### src/rtl/a2i_pkg.sv
// Shared types and constants for the 2D affine inverse pipeline.
`default_nettype none

package a2i_pkg;

   localparam int NLANE = 6;

   // One divider lane for each result value.
   typedef enum logic [2:0] {
      LANE_XX,
      LANE_XY,
      LANE_YX,
      LANE_YY,
      LANE_OX,
      LANE_OY
   } lane_type;

   // Control bits that travel alongside the divider data.
   typedef struct packed {
      logic             valid;
      logic             sing;
      logic [NLANE-1:0] neg;
      logic [NLANE-1:0] ovf;
   } a2i_ctl_type;

endpackage

`default_nettype wire

### src/rtl/a2i_div_step.sv
// One restoring-division step, one quotient bit for each of the six lanes.
`default_nettype none

module a2i_div_step
   import a2i_pkg::*;
#(
   parameter int DATA_WIDTH = 32,
   parameter int DW         = 2 * DATA_WIDTH
) (
   input  wire logic                  clock,
   input  wire logic                  reset,
   input  wire logic                  en,
   input  wire a2i_ctl_type           ctl_i,
   input  wire logic [DW-1:0]         den_i,
   input  wire logic [DW-1:0]         rem_i [NLANE],
   input  wire logic [DATA_WIDTH-1:0] low_i [NLANE],
   input  wire logic [DATA_WIDTH-1:0] q_i   [NLANE],
   output      a2i_ctl_type           ctl_o,
   output      logic [DW-1:0]         den_o,
   output      logic [DW-1:0]         rem_o [NLANE],
   output      logic [DATA_WIDTH-1:0] low_o [NLANE],
   output      logic [DATA_WIDTH-1:0] q_o   [NLANE]
);

   localparam int W = DATA_WIDTH;

   a2i_ctl_type   ctl_ff;
   logic [DW-1:0] den_ff;
   logic [DW-1:0] rem_ff [NLANE];
   logic [W-1:0]  low_ff [NLANE];
   logic [W-1:0]  q_ff   [NLANE];

   logic [DW:0]   t_in  [NLANE];
   logic [DW:0]   d_in  [NLANE];
   logic          ge_in [NLANE];

   always_comb begin
      for (int l = 0; l < NLANE; l++) begin
         t_in[l]  = {rem_i[l], low_i[l][W-1]};
         d_in[l]  = t_in[l] - (DW+1)'(den_i);
         ge_in[l] = t_in[l] >= (DW+1)'(den_i);
      end
   end

   always_ff @(posedge clock) begin
      if (reset) begin
         ctl_ff.valid <= 1'b0;
      end else if (en) begin
         ctl_ff.valid <= ctl_i.valid;
      end
   end

   always_ff @(posedge clock) begin
      if (en) begin
         ctl_ff.sing <= ctl_i.sing;
         ctl_ff.neg  <= ctl_i.neg;
         ctl_ff.ovf  <= ctl_i.ovf;
         den_ff      <= den_i;
         for (int l = 0; l < NLANE; l++) begin
            rem_ff[l] <= ge_in[l] ? DW'(d_in[l]) : DW'(t_in[l]);
            low_ff[l] <= low_i[l] << 1;
            q_ff[l]   <= {q_i[l][W-2:0], ge_in[l]};
         end
      end
   end

   assign ctl_o = ctl_ff;
   assign den_o = den_ff;
   assign rem_o = rem_ff;
   assign low_o = low_ff;
   assign q_o   = q_ff;

endmodule

`default_nettype wire

### config.mk
export PLATFORM = sky130hd
export DESIGN_NAME = a2i_div_step
export DESIGN_NICKNAME = d
export VERILOG_FILES = /design/src/rtl/a2i_pkg.sv /design/src/rtl/a2i_div_step.sv
export SDC_FILE = /design/constraint.sdc
export NUM_CORES = 2
export LEC_CHECK = 0
export BUFFER_PORTS_ARGS = -buffer_cell sky130_fd_sc_hd__buf_2
export CAP_MARGIN = 20
export CORE_AREA = 2 2 660 662
export CTS_BUF_LIST = sky130_fd_sc_hd__clkbuf_4 sky130_fd_sc_hd__clkbuf_8
export CTS_CLUSTER_DIAMETER = 100
export DETAILED_ROUTE_END_ITERATION = 16
export DIE_AREA = 0 0 662 664
export SKIP_CTS_REPAIR_TIMING = 1
export SYNTH_ARGS = -nofsm -noshare
export SYNTH_HDL_FRONTEND = slang
export SYNTH_SLANG_ARGS = --single-unit
### constraint.sdc
create_clock -name clock -period 3.9 [get_ports clock]
set_input_delay 0.195 -clock clock [delete_from_list [all_inputs] [get_ports clock]]
set_output_delay 0.195 -clock clock [all_outputs]
set_load 0.01 [all_outputs]
# Word-level counts from Yosys, hierarchy flattened
# Index checks and enable logic that the tools add are counted.
# word_totals
output_inout_bits	846
inputBits	849
word_cells	41
regBits	840
# op_classes
order_cmp	6
muxes	6
add_sub_neg	6
# ops
cell	count
>= comparator 65 x 64 -> 1 bit	6
two-way mux 64 bit	6
subtractor 64 bit	6

# Longest topological paths before layout
# depth
word_depth	2
depth_mapped	17
ltp_nobuf	14

# Worst setup path after synthesis
# No wires, ideal clock.
# synth_path
kind	input-to-reg
start	input low_i[31] in the netlist's numbering
end	register rem_ff, in the netlist rem_o[56], data pin
setup_ns	0.260
t_arrival_ns	3.185
setup_slack_ns	0.456
required_time_ns	3.640
n_path_buf	0
cell_stages	14
cell_sequence	inv_1 > ha_1 > fa_1 > nor2b_1 > o31ai_1 > a2111oi_0 > o211ai_1 > and2_1 > o41ai_4 > a21oi_2 > o31ai_2 > a311oi_1 > xnor2_1 > mux2_2
# synth_via
elab_chain_cells	2
elab_cells_between_ends	3
classes_between	1 x add/sub; 1 x order compare; 1 x mux
# synth_lines
item	line_no	rtl
start: declaration	a2i_div_step.sv:16	input wire logic [DATA_WIDTH-1:0] low_i [NLANE],
subtractor 64 bit or >= comparator 65 x 64 -> 1 bit (tied branches)	a2i_div_step.sv:40, a2i_div_step.sv:41	
two-way mux 64 bit (*)	a2i_div_step.sv:60	rem_ff[l] <= ge_in[l] ? DW'(d_in[l]) : DW'(t_in[l]);
end signal: indexed assignment	a2i_div_step.sv:60	
end: declaration	a2i_div_step.sv:29	logic [DW-1:0] rem_ff [NLANE];
# Mark *: on every way between the ends. The rest lies on a longest branch, timed or not.
# A chain may end at the register's enable or synchronous reset.

# Worst setup path after layout
# layout_path
start	input rem_i[261] in the netlist's numbering
end	register rem_ff, in the netlist rem_o[265], data pin
# layout_via
elab_chain_cells	2
elab_cells_between_ends	3
classes_between	1 x add/sub; 1 x order compare; 1 x mux
# layout_lines
item	line_no	rtl
start: declaration	a2i_div_step.sv:15	input wire logic [DW-1:0] rem_i [NLANE],
subtractor 64 bit or >= comparator 65 x 64 -> 1 bit (tied branches)	a2i_div_step.sv:40, a2i_div_step.sv:41	
two-way mux 64 bit (*)	a2i_div_step.sv:60	
# Marks and branches as above.

==> results.py <==
metrics = {
    "clocking": {
        "path_clk_slew_ns": 0.06,
        "cts_inserted_buffers": 179,
        "cts_root_buf": "clkbuf_8",
        "clock-sinks": 840,
        "cts_tree": "built",
        "htree_num_levels": 4,
        "cts_buffer_depth": 4,
        "clock_latency_ns": 0.96,
    },
    "synthesis": {
        "yosysTopAreaCell": "edfxtp_1",
        "synth_area_um2": 52100,
        "synthTopCellsByCount": "edfxtp_1, a21oi_1, nand2_1, ha_1, nor2_1",
        "synth_top_area_frac": 0.483,
        "synth_top_family_by_area": "compound AO/OA/AOI/OAI gates",
        "async_flop_share": 0,
        "syn_area_per_cell_um2": 10.5,
        "synth_compound_area_frac": 0.191,
        "ys_warn_count": 0,
        "synth-main-ff-cell": "edfxtp_1",
        "seq_area_frac_synth": 0.484,
        "synth_edf_count": 839,
        "synthDistinctLibCells": 99,
        "ys_ff_latch": 840,
        "synthAdderAreaFrac": 0.0945,
        "syn-instance-count": 4975,
        "muxShareOfSynthArea": 0.0256,
        "synth_area_leaders": "edfxtp_1, ha_1, a21oi_1",
        "synth_simple_gate_area_frac": 0.115,
        "synth.most_common_cell": "edfxtp_1",
        "synth-xor-area-share": 0.0583,
    },
    "global_routing": {
        "grt_pass1_wl_um": 529000,
        "grt_pass1_vias": 52307,
        "grt_overflow": 0,
        "track_usage": 0.186,
        "grt_start_max_net_pins": 93,
        "grt_antenna_before_repair": 225,
    },
    "critical_path": {
        "crit_family": "buffers and inverters",
        "critPathMaxStageDelay_ns": 0.62,
        "critPathBufInv": 8,
        "crit_required_ns": 4.67,
        "cp_slowest_cell": "dlygate4sd3_1",
        "worstPathCellList": "dlygate4sd3_1 -> buf_2 -> ha_1 -> nand4_1 -> nor4_1 -> buf_4 -> o31ai_1 -> buf_4 -> a2111oi_2 -> buf_4 -> o211ai_1 -> buf_12 -> a311o_1 -> nand4_2 -> a41oi_4 -> buf_12 -> buf_4 -> o21ai_0",
        "crit_fanout": 48,
        "end_kind": "flop",
        "path_common_cell": "buf_4",
        "worstPathArrival_ns": 4.66,
        "path_class": "in -> reg",
        "start_kind": "input port",
    },
    "timing": {
        "clock.fmax_mhz": 257,
        "worstMarginPinSlew_ns": 1.12,
        "layout_min_cycle_time_ns": 3.89,
        "max_slew_margin": 0.253,
        "setup_viol": 0,
        "min_period_over_period": 0.998,
        "rsz0062_at_grt": "false",
        "finalHoldViolCount": 0,
        "fin_ws_ns": 0.00829,
        "hold_slack_ns": 0.0508,
        "drv_slew": 0,
        "fin_setup_tns_ns": 0,
        "finalClockSkew_ns": 0,
    },
    "job": {
        "max-cap-violations": 0,
    },
    "die": {
        "ios": 1695,
        "die_h_um": 664,
        "die_area_um2": 440000,
        "die_w_um": 662,
        "row_count": 242,
        "start_util": 0.120,
        "core_region_area_um2": 433000,
    },
    "route": {
        "wirelength_um": 444000,
        "drc_errors": 0,
        "detail_route.iter0.violations": 4886,
        "drtAntennaViolNets": 0,
        "first_pass_iters": 7,
        "avgRoutedWirePerCell_um": 29.8,
        "viasPerCell": 3.99,
        "vias": 59640,
    },
    "power": {
        "p_leak_nw": 39.3,
        "ir_drop_v": 0.000205,
        "p_per_area_nw_per_um2": 381,
    },
    "placed_design": {
        "dp_slack_ns": -0.871,
        "hpwlAfterDp_um": 376000,
        "routabilityCongestion": 0.979,
        "port_buffers": 1682,
    },
    "outcome": {
        "outcome": "complete, no violations",
    },
    "layout": {
        "drive_above_1_share": 0.343,
        "layout.nets": 10144,
        "final_util": 0.214,
        "area_growth_pct": 77.4,
    },
    "worst_hold_path": {
        "hp-class": "in -> reg",
    },
}
logic make-up after synthesis:
group,after synthesis
AO/OA/AOI/OAI,1603
XOR/XNOR,347
adder cells (fa/ha/maj),390
buffers and inverters,408
flip-flops,840
multiplexers,103
other,1
AND/OR/NAND/NOR,1283
flip-flops by register name, summed over array words and instances, names as in the netlist:
name / flops
rem_o: 384
q_o: 192
low_o: 186
den_o: 64
ctl_o: 14
placed cells by master (no fill, tap or decap), types with 173 or more instances in the layout:
cell type,n
buf_2,1683
dlygate4sd3_1,1294
buf_4,919
edfxtp_1,839
a21oi_1,583
nand2_1,443
ha_1,384
nor2_1,355
o21ai_0,338
xnor2_1,202
a21o_1,201
clkbuf_8,181
inv_1,173
worst register-to-register path: stages, from the launching register on:
cell and delay, ns:
dfxtp_1 0.32, mux2i_1 0.13, nor2_1 0.07, dlygate4sd3_1 0.57
per-stage QoR:
step / cells / area, um^2 / total power, W
after CTS: 13482 / 79200 / 0.0344
after detailed placement: 13164 / 75300 / 0.0232
after global routing: 14873 / 92300 / 0.0368
final: 14929 / 92500 / 0.0352
after floorplan: 4980 / 52100 / 0.0163
after global placement: 13161 / 75300 / 0.0232
where the power goes:
part	internal [W]	leakage, nW	switching [W]
logic	0.00502	29.1	0.00739
clock network	0.00599	1.96	0.00499
registers	0.0113	8.22	0.000524
path summary, 6_finish.rpt:
check	start	endpoint	slack, ns	cells after the start
worst max-delay path	rem_i[261]	rem_o[265]	0.008	18
worst min-delay path	rem_i[285]	rem_o[286]	0.05	4
worst max register to register	ctl_o[13]	ctl_o[13]	2.70	3
worst min register to register	ctl_o[13]	ctl_o[13]	1.14	3
final cells by class:
type	count	area [um^2]
clock buffers	217	2760
multi-input cells	3732	25300
diodes	153	383
fillers	47030	340000
clock inverters	101	1060
inverters	174	653
well taps	5734	7170
flip-flops and latches	840	25200
repair buffers	3978	29900
per-layer routing:
layer	vias to the layer above	global-route usage	part of all wire
met4	70	0.120	0.072
li1	26797	-	-
met1	28974	0.175	0.33
met3	947	0.0642	0.086
met5	-	0	0.00098
met2	2852	0.340	0.51
(Power assumes the default switching activity.)
