$ cat config.mk
export PLATFORM = sky130hd
export DESIGN_NAME = a2i_back
export DESIGN_NICKNAME = d
export VERILOG_FILES = /design/src/rtl/a2i_pkg.sv /design/src/rtl/a2i_back.sv
export SDC_FILE = /design/constraint.sdc
export NUM_CORES = 1
export LEC_CHECK = 0
export BUFFER_PORTS_ARGS = -buffer_cell sky130_fd_sc_hd__buf_2
export CAP_MARGIN = 20
export CORE_ASPECT_RATIO = 1.25
export CORE_UTILIZATION = 61
export DETAILED_ROUTE_END_ITERATION = 10
export PLACE_DENSITY_LB_ADDON = 0.25
export REMOVE_ABC_BUFFERS = 1
export SYNTH_ARGS = -nofsm -noshare
export SYNTH_HDL_FRONTEND = slang
export SYNTH_SLANG_ARGS = --single-unit
$ cat constraint.sdc
create_clock -name clock -period 7.1 [get_ports clock]
set_input_delay 0 -clock clock [delete_from_list [all_inputs] [get_ports clock]]
set_output_delay 0 -clock clock [all_outputs]
set_load 0.01 [all_outputs]
$ cat src/rtl/a2i_pkg.sv
// Shared types and constants for the 2D affine inverse pipeline.
`default_nettype none

package a2i_pkg;

   localparam int NLANE = 6;

   // One divider lane for each result value.
   typedef enum logic [2:0] {
      LANE_XX,
      LANE_XY,
      LANE_YX,
      LANE_YY,
      LANE_OX,
      LANE_OY
   } lane_type;

   // Control bits that travel alongside the divider data.
   typedef struct packed {
      logic             valid;
      logic             sing;
      logic [NLANE-1:0] neg;
      logic [NLANE-1:0] ovf;
   } a2i_ctl_type;

endpackage

`default_nettype wire

$ cat src/rtl/a2i_back.sv
// Back end: sign, saturation and singular handling into the output register.
`default_nettype none

module a2i_back
   import a2i_pkg::*;
#(
   parameter int DATA_WIDTH = 32
) (
   input  wire logic                  clock,
   input  wire logic                  reset,
   input  wire logic                  en,
   input  wire a2i_ctl_type           ctl_i,
   input  wire logic [DATA_WIDTH-1:0] q_i [NLANE],
   output      logic                  vld_o,
   output      logic [DATA_WIDTH-1:0] val_o [NLANE],
   output      logic                  sing_o,
   output      logic                  sat_o
);

   localparam int W = DATA_WIDTH;

   logic             vld_ff, sing_ff, sat_ff;
   logic [W-1:0]     val_ff [NLANE];

   logic [W-1:0]     lim_in [NLANE];
   logic [W-1:0]     mag_in [NLANE];
   logic [W-1:0]     val_in [NLANE];
   logic [NLANE-1:0] sat_in;

   always_comb begin
      for (int l = 0; l < NLANE; l++) begin
         lim_in[l] = ctl_i.neg[l] ? {1'b1, {(W-1){1'b0}}} : {1'b0, {(W-1){1'b1}}};
         sat_in[l] = ~ctl_i.sing & (ctl_i.ovf[l] | (q_i[l] > lim_in[l]));
         mag_in[l] = sat_in[l] ? lim_in[l] : q_i[l];
         if (ctl_i.sing) begin
            val_in[l] = '0;
         end else begin
            val_in[l] = ctl_i.neg[l] ? W'(-mag_in[l]) : mag_in[l];
         end
      end
   end

   always_ff @(posedge clock) begin
      if (reset) begin
         vld_ff <= 1'b0;
      end else if (en) begin
         vld_ff <= ctl_i.valid;
      end
   end

   always_ff @(posedge clock) begin
      if (en) begin
         sing_ff <= ctl_i.sing;
         sat_ff  <= |sat_in;
         for (int l = 0; l < NLANE; l++) begin
            val_ff[l] <= val_in[l];
         end
      end
   end

   assign vld_o  = vld_ff;
   assign val_o  = val_ff;
   assign sing_o = sing_ff;
   assign sat_o  = sat_ff;

endmodule

`default_nettype wire

# Word level (Yosys, flattened, before mapping)
# Index checks and enable logic that the tools add are counted.
totals:
  register_bits: 195
  input_bits: 209
  output_inout_bits: 195
  word_cells: 53
classes:
  addsub: 6
  order_cmp: 6
  mux: 18
  bitwise_logic: 13
  n_reduce_logical: 1
ops:
  columns: ["operator", "count"]
  rows:
  - ["2-to-1 mux 32 bit", 18]
  - ["greater-than comparator 32 bit", 6]
  - ["negation 32 bit", 6]
  - ["bitwise AND 1 bit", 6]
  - ["bitwise OR 1 bit", 6]
  - ["OR reduction 6 bit", 1]
  - ["inverter 1 bit", 1]

# Depth between registers and ports, before layout
logic_depth:
  depth_word: 7
  mapped_depth: 22
  depth_no_buf: 19

# Worst setup path after synthesis
# No wires, ideal clock.
synth_path:
  path_type: "in2reg"
  start: "in ctl_i[11] (netlist bit)"
  end: "reg val_ff (netlist bit val_o[30]) (data pin)"
  setup_ns: 0.180
  t_arrival_ns: 4.551
  required_time_ns: 6.920
  setup_slack_ns: 2.368
  stages: 22
  path_buffers: 3
  path_cell_list: "clkbuf_1 -> inv_1 -> buf_1 -> ha_1 -> nand4_1 -> nor4bb_1 -> a31oi_1 -> nand2_1 -> nor2_1 -> a21oi_1 -> clkbuf_1 -> nor2_1 -> a21oi_1 -> ha_1 -> or4b_1 -> nor3_2 -> and2_1 -> nand2b_1 -> or2_1 -> o311ai_0 -> o21ai_0 -> a221oi_1"
synth_via:
  elab_chain_cells: 7
synth_rtl:
  columns: ["element", "line_no", "source"]
  rows:
  - ["start, declared", "a2i_back.sv:12", "input wire a2i_ctl_type ctl_i,"]
  - ["2-to-1 mux 32 bit", "a2i_back.sv:32", "lim_in[l] = ctl_i.neg[l] ? {1'b1, {(W-1){1'b0}}} : {1'b0, {(W-1){1'b1}}};"]
  - ["greater-than comparator 32 bit", "a2i_back.sv:33", "sat_in[l] = ~ctl_i.sing & (ctl_i.ovf[l] | (q_i[l] > lim_in[l]));"]
  - ["bitwise OR 1 bit", "a2i_back.sv:33", null]
  - ["bitwise AND 1 bit", "a2i_back.sv:33", null]
  - ["2-to-1 mux 32 bit", "a2i_back.sv:34", "mag_in[l] = sat_in[l] ? lim_in[l] : q_i[l];"]
  - ["negation 32 bit", "a2i_back.sv:38", "val_in[l] = ctl_i.neg[l] ? W'(-mag_in[l]) : mag_in[l];"]
  - ["2-to-1 mux 32 bit *", "a2i_back.sv:38", null]
  - ["end signal, assigned by index", "a2i_back.sv:56", "val_ff[l] <= val_in[l];"]
  - ["end, declared", "a2i_back.sv:23", "logic [W-1:0] val_ff [NLANE];"]
# Every way passes the cells marked *; elsewhere a longest branch is shown, timed or not.
# A chain may end at the register's enable or synchronous reset.

# Worst setup path in the final report
layout_path:
  start: "in ctl_i[10] (netlist bit)"
  end: "reg val_ff (netlist bit val_o[62]) (data pin)"
# Same word-level chain as after synthesis.

==> metrics.txt <==
# TYPE chip_impl_metric gauge
chip_impl_info{name="status",value="finished clean"} 1
chip_impl_metric{name="grt_pass1_vias",unit=""} 17700
chip_impl_metric{name="drive_gt1_frac",unit=""} 0.215
chip_impl_metric{name="drt.antenna.violating_nets",unit=""} 0
chip_impl_info{name="cpMaxStageDelayCell",value="a21o_1"} 1
chip_impl_info{name="worst_min_path_start",value="q_i[149]"} 1
chip_impl_metric{name="arrival",unit="ps"} 5390
chip_impl_metric{name="finalNetCount",unit=""} 2876
chip_impl_metric{name="max_slew_margin",unit=""} 0.328
chip_impl_metric{name="cells_on_worst_reg2reg_path",unit=""} 3
chip_impl_metric{name="fmax",unit="GHz"} 0.191
chip_impl_metric{name="yosysSeqAreaShare",unit=""} 0.323
chip_impl_metric{name="die_area",unit="mm2"} 0.0304
chip_impl_info{name="r2r-start",value="vld_o"} 1
chip_impl_metric{name="grt_start_max_net_pins",unit=""} 74
chip_impl_metric{name="postSynthAreaPerCell",unit="um2"} 8.57
chip_impl_metric{name="post_layout_nonfiller_instances",unit=""} 2893
chip_impl_metric{name="syn_area",unit="mm2"} 0.0181
chip_impl_info{name="netlist_top_cells_area",value="edfxtp_1 32%, ha_1 14%, a21oi_1 6.2%"} 1
chip_impl_info{name="rr_endpoint",value="vld_o"} 1
chip_impl_metric{name="worstPathRequired",unit="ps"} 7250
chip_impl_metric{name="synth-edff-count",unit=""} 194
chip_impl_metric{name="power.ir.vdd_worst",unit="mV"} 0.150
chip_impl_info{name="tritoncts",value="done"} 1
chip_impl_metric{name="antenna_violations_before_repair",unit=""} 14
chip_impl_metric{name="grt.total_usage",unit=""} 0.359
chip_impl_metric{name="cts_buffer_depth",unit=""} 2
chip_impl_info{name="crit_type",value="in2reg"} 1
chip_impl_metric{name="fp.dieW",unit="um"} 156
chip_impl_metric{name="clkSinkCount",unit=""} 195
chip_impl_metric{name="power_leakage",unit="nW"} 8.52
chip_impl_metric{name="floorplan.io_pins",unit=""} 404
chip_impl_info{name="min_to",value="val_o[149]"} 1
chip_impl_metric{name="std_cell_rows",unit=""} 70
chip_impl_metric{name="routed_via_density",unit=""} 6.53
chip_impl_metric{name="min_delay_path_depth",unit=""} 3
chip_impl_metric{name="cts-buffers-inserted",unit=""} 17
chip_impl_metric{name="powerDensity",unit="mW/mm2"} 162
chip_impl_metric{name="netlist-cell-type-count",unit=""} 92
chip_impl_metric{name="reg_to_reg_setup_timing_slack",unit="ps"} 5900
chip_impl_info{name="clock_root_buffer",value="clkbuf_16"} 1
chip_impl_metric{name="route.detailed.wl_per_inst",unit="um"} 19.1
chip_impl_metric{name="crit_path_max_incr_delay",unit="ps"} 780
chip_impl_metric{name="dpl.hpwl",unit="mm"} 39.9
chip_impl_metric{name="grt_first_pass_wirelength",unit="mm"} 88.1
chip_impl_metric{name="cp_max_fo",unit=""} 68
chip_impl_metric{name="cp_num_cells",unit=""} 16
chip_impl_metric{name="clock_h_tree_levels",unit=""} 4
chip_impl_metric{name="drc",unit=""} 0
chip_impl_metric{name="worst-slew-pin-transition",unit="ps"} 1010
chip_impl_metric{name="global_route.overflow_total",unit=""} 0
chip_impl_metric{name="final_weighted_congestion_in_routability_driven_placement",unit=""} 0.926
chip_impl_metric{name="synth_largest_type_area_fraction",unit=""} 0.322
chip_impl_metric{name="slew_viol_final",unit=""} 0
chip_impl_metric{name="insertion_delay",unit="ps"} 450
chip_impl_metric{name="place_inst",unit=""} 2819
chip_impl_info{name="synth_flop_cell",value="edfxtp_1"} 1
chip_impl_metric{name="wl",unit="mm"} 55.2
chip_impl_metric{name="num_vias",unit=""} 18900
chip_impl_info{name="worst_setup_path_start_kind",value="input port"} 1
chip_impl_metric{name="initial_utilization",unit=""} 0.619
chip_impl_metric{name="final_core_util",unit=""} 0.725
chip_impl_metric{name="postSynth.asyncResetShare",unit=""} 0
chip_impl_metric{name="post_synthesis_sequential_element_count",unit=""} 195
chip_impl_info{name="synth_top_area_cell",value="edfxtp_1"} 1
chip_impl_metric{name="timing.final.crit_share",unit=""} 0.737
chip_impl_info{name="crit_chain",value="buf_2 > buf_4 > ha_1 > a21oi_1 > nand2_1 > a221o_1 > o31ai_1 > a21o_1 > nor2_1 > a21oi_1 > ha_1 > inv_1 > or4_1 > or3_1 > o211ai_1 > a211oi_1"} 1
chip_impl_metric{name="worst-path-buf-inv",unit=""} 3
chip_impl_metric{name="timing.final.hold_violations",unit=""} 0
chip_impl_info{name="critPathTopFamily",value="compound AO/OA/AOI/OAI gates"} 1
chip_impl_metric{name="final_tns_setup",unit="ps"} 0
chip_impl_metric{name="hold_slack",unit="ps"} 16.5
chip_impl_info{name="worst_min_delay_path_category",value="in2reg"} 1
chip_impl_metric{name="setup_violations",unit=""} 0
chip_impl_metric{name="first_pass_iters",unit=""} 5
chip_impl_metric{name="clk_pin_slew_worst_paths",unit="ps"} 70
chip_impl_metric{name="area_growth",unit="%"} 17.2
chip_impl_info{name="endpoint_kind",value="flip-flop"} 1
chip_impl_metric{name="dr.first_iter.drc_count",unit=""} 1499
chip_impl_metric{name="timing.clock.skew",unit="ps"} 0
chip_impl_info{name="grt_setup_unrepaired",value="false"} 1
chip_impl_metric{name="fin_ws",unit="ps"} 1870
chip_impl_metric{name="netlist_instances",unit=""} 2112
chip_impl_metric{name="fin_crit",unit="ps"} 5230
chip_impl_metric{name="synth-warning-count",unit=""} 0
chip_impl_metric{name="coreArea",unit="mm2"} 0.0293
chip_impl_metric{name="cap_violations",unit=""} 0
chip_impl_metric{name="placement.io_buffers",unit=""} 403
chip_impl_metric{name="chipHeight",unit="um"} 195
chip_impl_metric{name="dp_slack",unit="ps"} 1530
[how the worst max path moves through the flow]
stage                    from   endpoint
floorplan           ctl_i[11]  val_o[30]
global placement    ctl_i[10]  val_o[62]
detailed placement  ctl_i[10]  val_o[62]
CTS                 ctl_i[11]  val_o[30]
global route        ctl_i[10]  val_o[62]
finish              ctl_i[10]  val_o[62]
[cells in the mapped netlist (7+ instances only)]
master	instances
a221oi_1	36
nand3_1	52
and3_1	10
o21a_1	21
o22a_1	36
a21o_1	19
clkbuf_1	101
o311ai_0	10
a21boi_0	7
nand4_1	49
mux2i_1	32
o211a_1	7
or4_1	27
o211ai_1	18
nor4_1	38
o21ai_0	151
a311oi_1	9
nand2b_1	18
or3_1	30
and2_1	11
edfxtp_1	194
or2_2	12
a211oi_1	38
nand2_1	149
a31oi_1	26
nor2_1	262
nor3_1	102
inv_1	36
nand3b_1	7
o31ai_1	14
ha_1	198
mux2_2	26
nor2b_1	11
a21oi_1	223
[metal layers]
metal  track usage  routed length (um)
met5             0                  28
met4         0.178                2170
met3        0.0676                5110
met2         0.607               27100
met1         0.434               20900
[power breakdown]
group          total (mW)  leakage, nW  switching (mW)  internal, mW
sequential           1.43         1.88          0.0319          1.40
combinational        1.06         6.37           0.660         0.400
clock               0.945        0.268           0.484         0.461
total                3.43         8.52            1.18          2.26
[cells in the final DEF (no fill, tap or decap), types with 27 or more instances in the layout]
cell type,instances
buf_2,401
nor2_1,262
a21oi_1,222
ha_1,198
edfxtp_1,194
o21ai_0,150
nand2_1,149
nor3_1,102
nand3_1,52
nand4_1,49
nor4_1,38
a211oi_1,38
inv_1,36
a221oi_1,36
o22a_1,36
mux2i_1,32
or3_1,30
or4_1,27
dlygate4sd3_1,27
buf_4,27
[cell type report]
class	instances	area (um2)
Clock inverter	14	120
Clock buffer	18	429
Antenna cell	15	37.5
Tap cell	396	495
Sequential cell	195	5850
Inverter	38	143
Timing Repair Buffer	457	2500
Multi-Input combinational cell	1760	11600
Fill cell	2333	8040
[registers in the layout, summed over array words and instances, names as in the netlist]
name    count
sing_o      1
vld_o       1
sat_o       1
val_o     192
[repair_timing]
item	in CTS	in global routing
setup buffers	0	0
endpoints found under the hold margin	33	0
resized for setup	0	0
hold buffers	27	0
endpoints found under the setup margin	0	0
[metrics by stage]
step / cell area (um2) / power (mW)
2_1_floorplan: 17600 / 2.01
3_3_place_gp: 20400 / 2.44
3_5_place_dp: 20400 / 2.48
4_1_cts: 21200 / 3.43
5_1_grt: 21200 / 3.60
6_report: 21200 / 3.43
[logic make-up (layout without fill, tap and decap cells)]
kind of cell / Yosys count / count (layout) / share of synthesized area
buffers and inverters: 157 / 527 / 0.0364
flip-flops: 195 / 195 / 0.323
multiplexers: 58 / 58 / 0.0339
XOR/XNOR: 8 / 8 / 0.00387
adder cells (fa/ha/maj): 198 / 198 / 0.137
AND/OR/NAND/NOR: 814 / 814 / 0.223
other: 0 / 15 / 0
AO/OA/AOI/OAI: 682 / 682 / 0.243
[worst min-delay path: stages]
cell and delay, ps:
buf_2 120, o21ai_0 90, a21oi_1 140
Power figures use the tool's default switching activity.
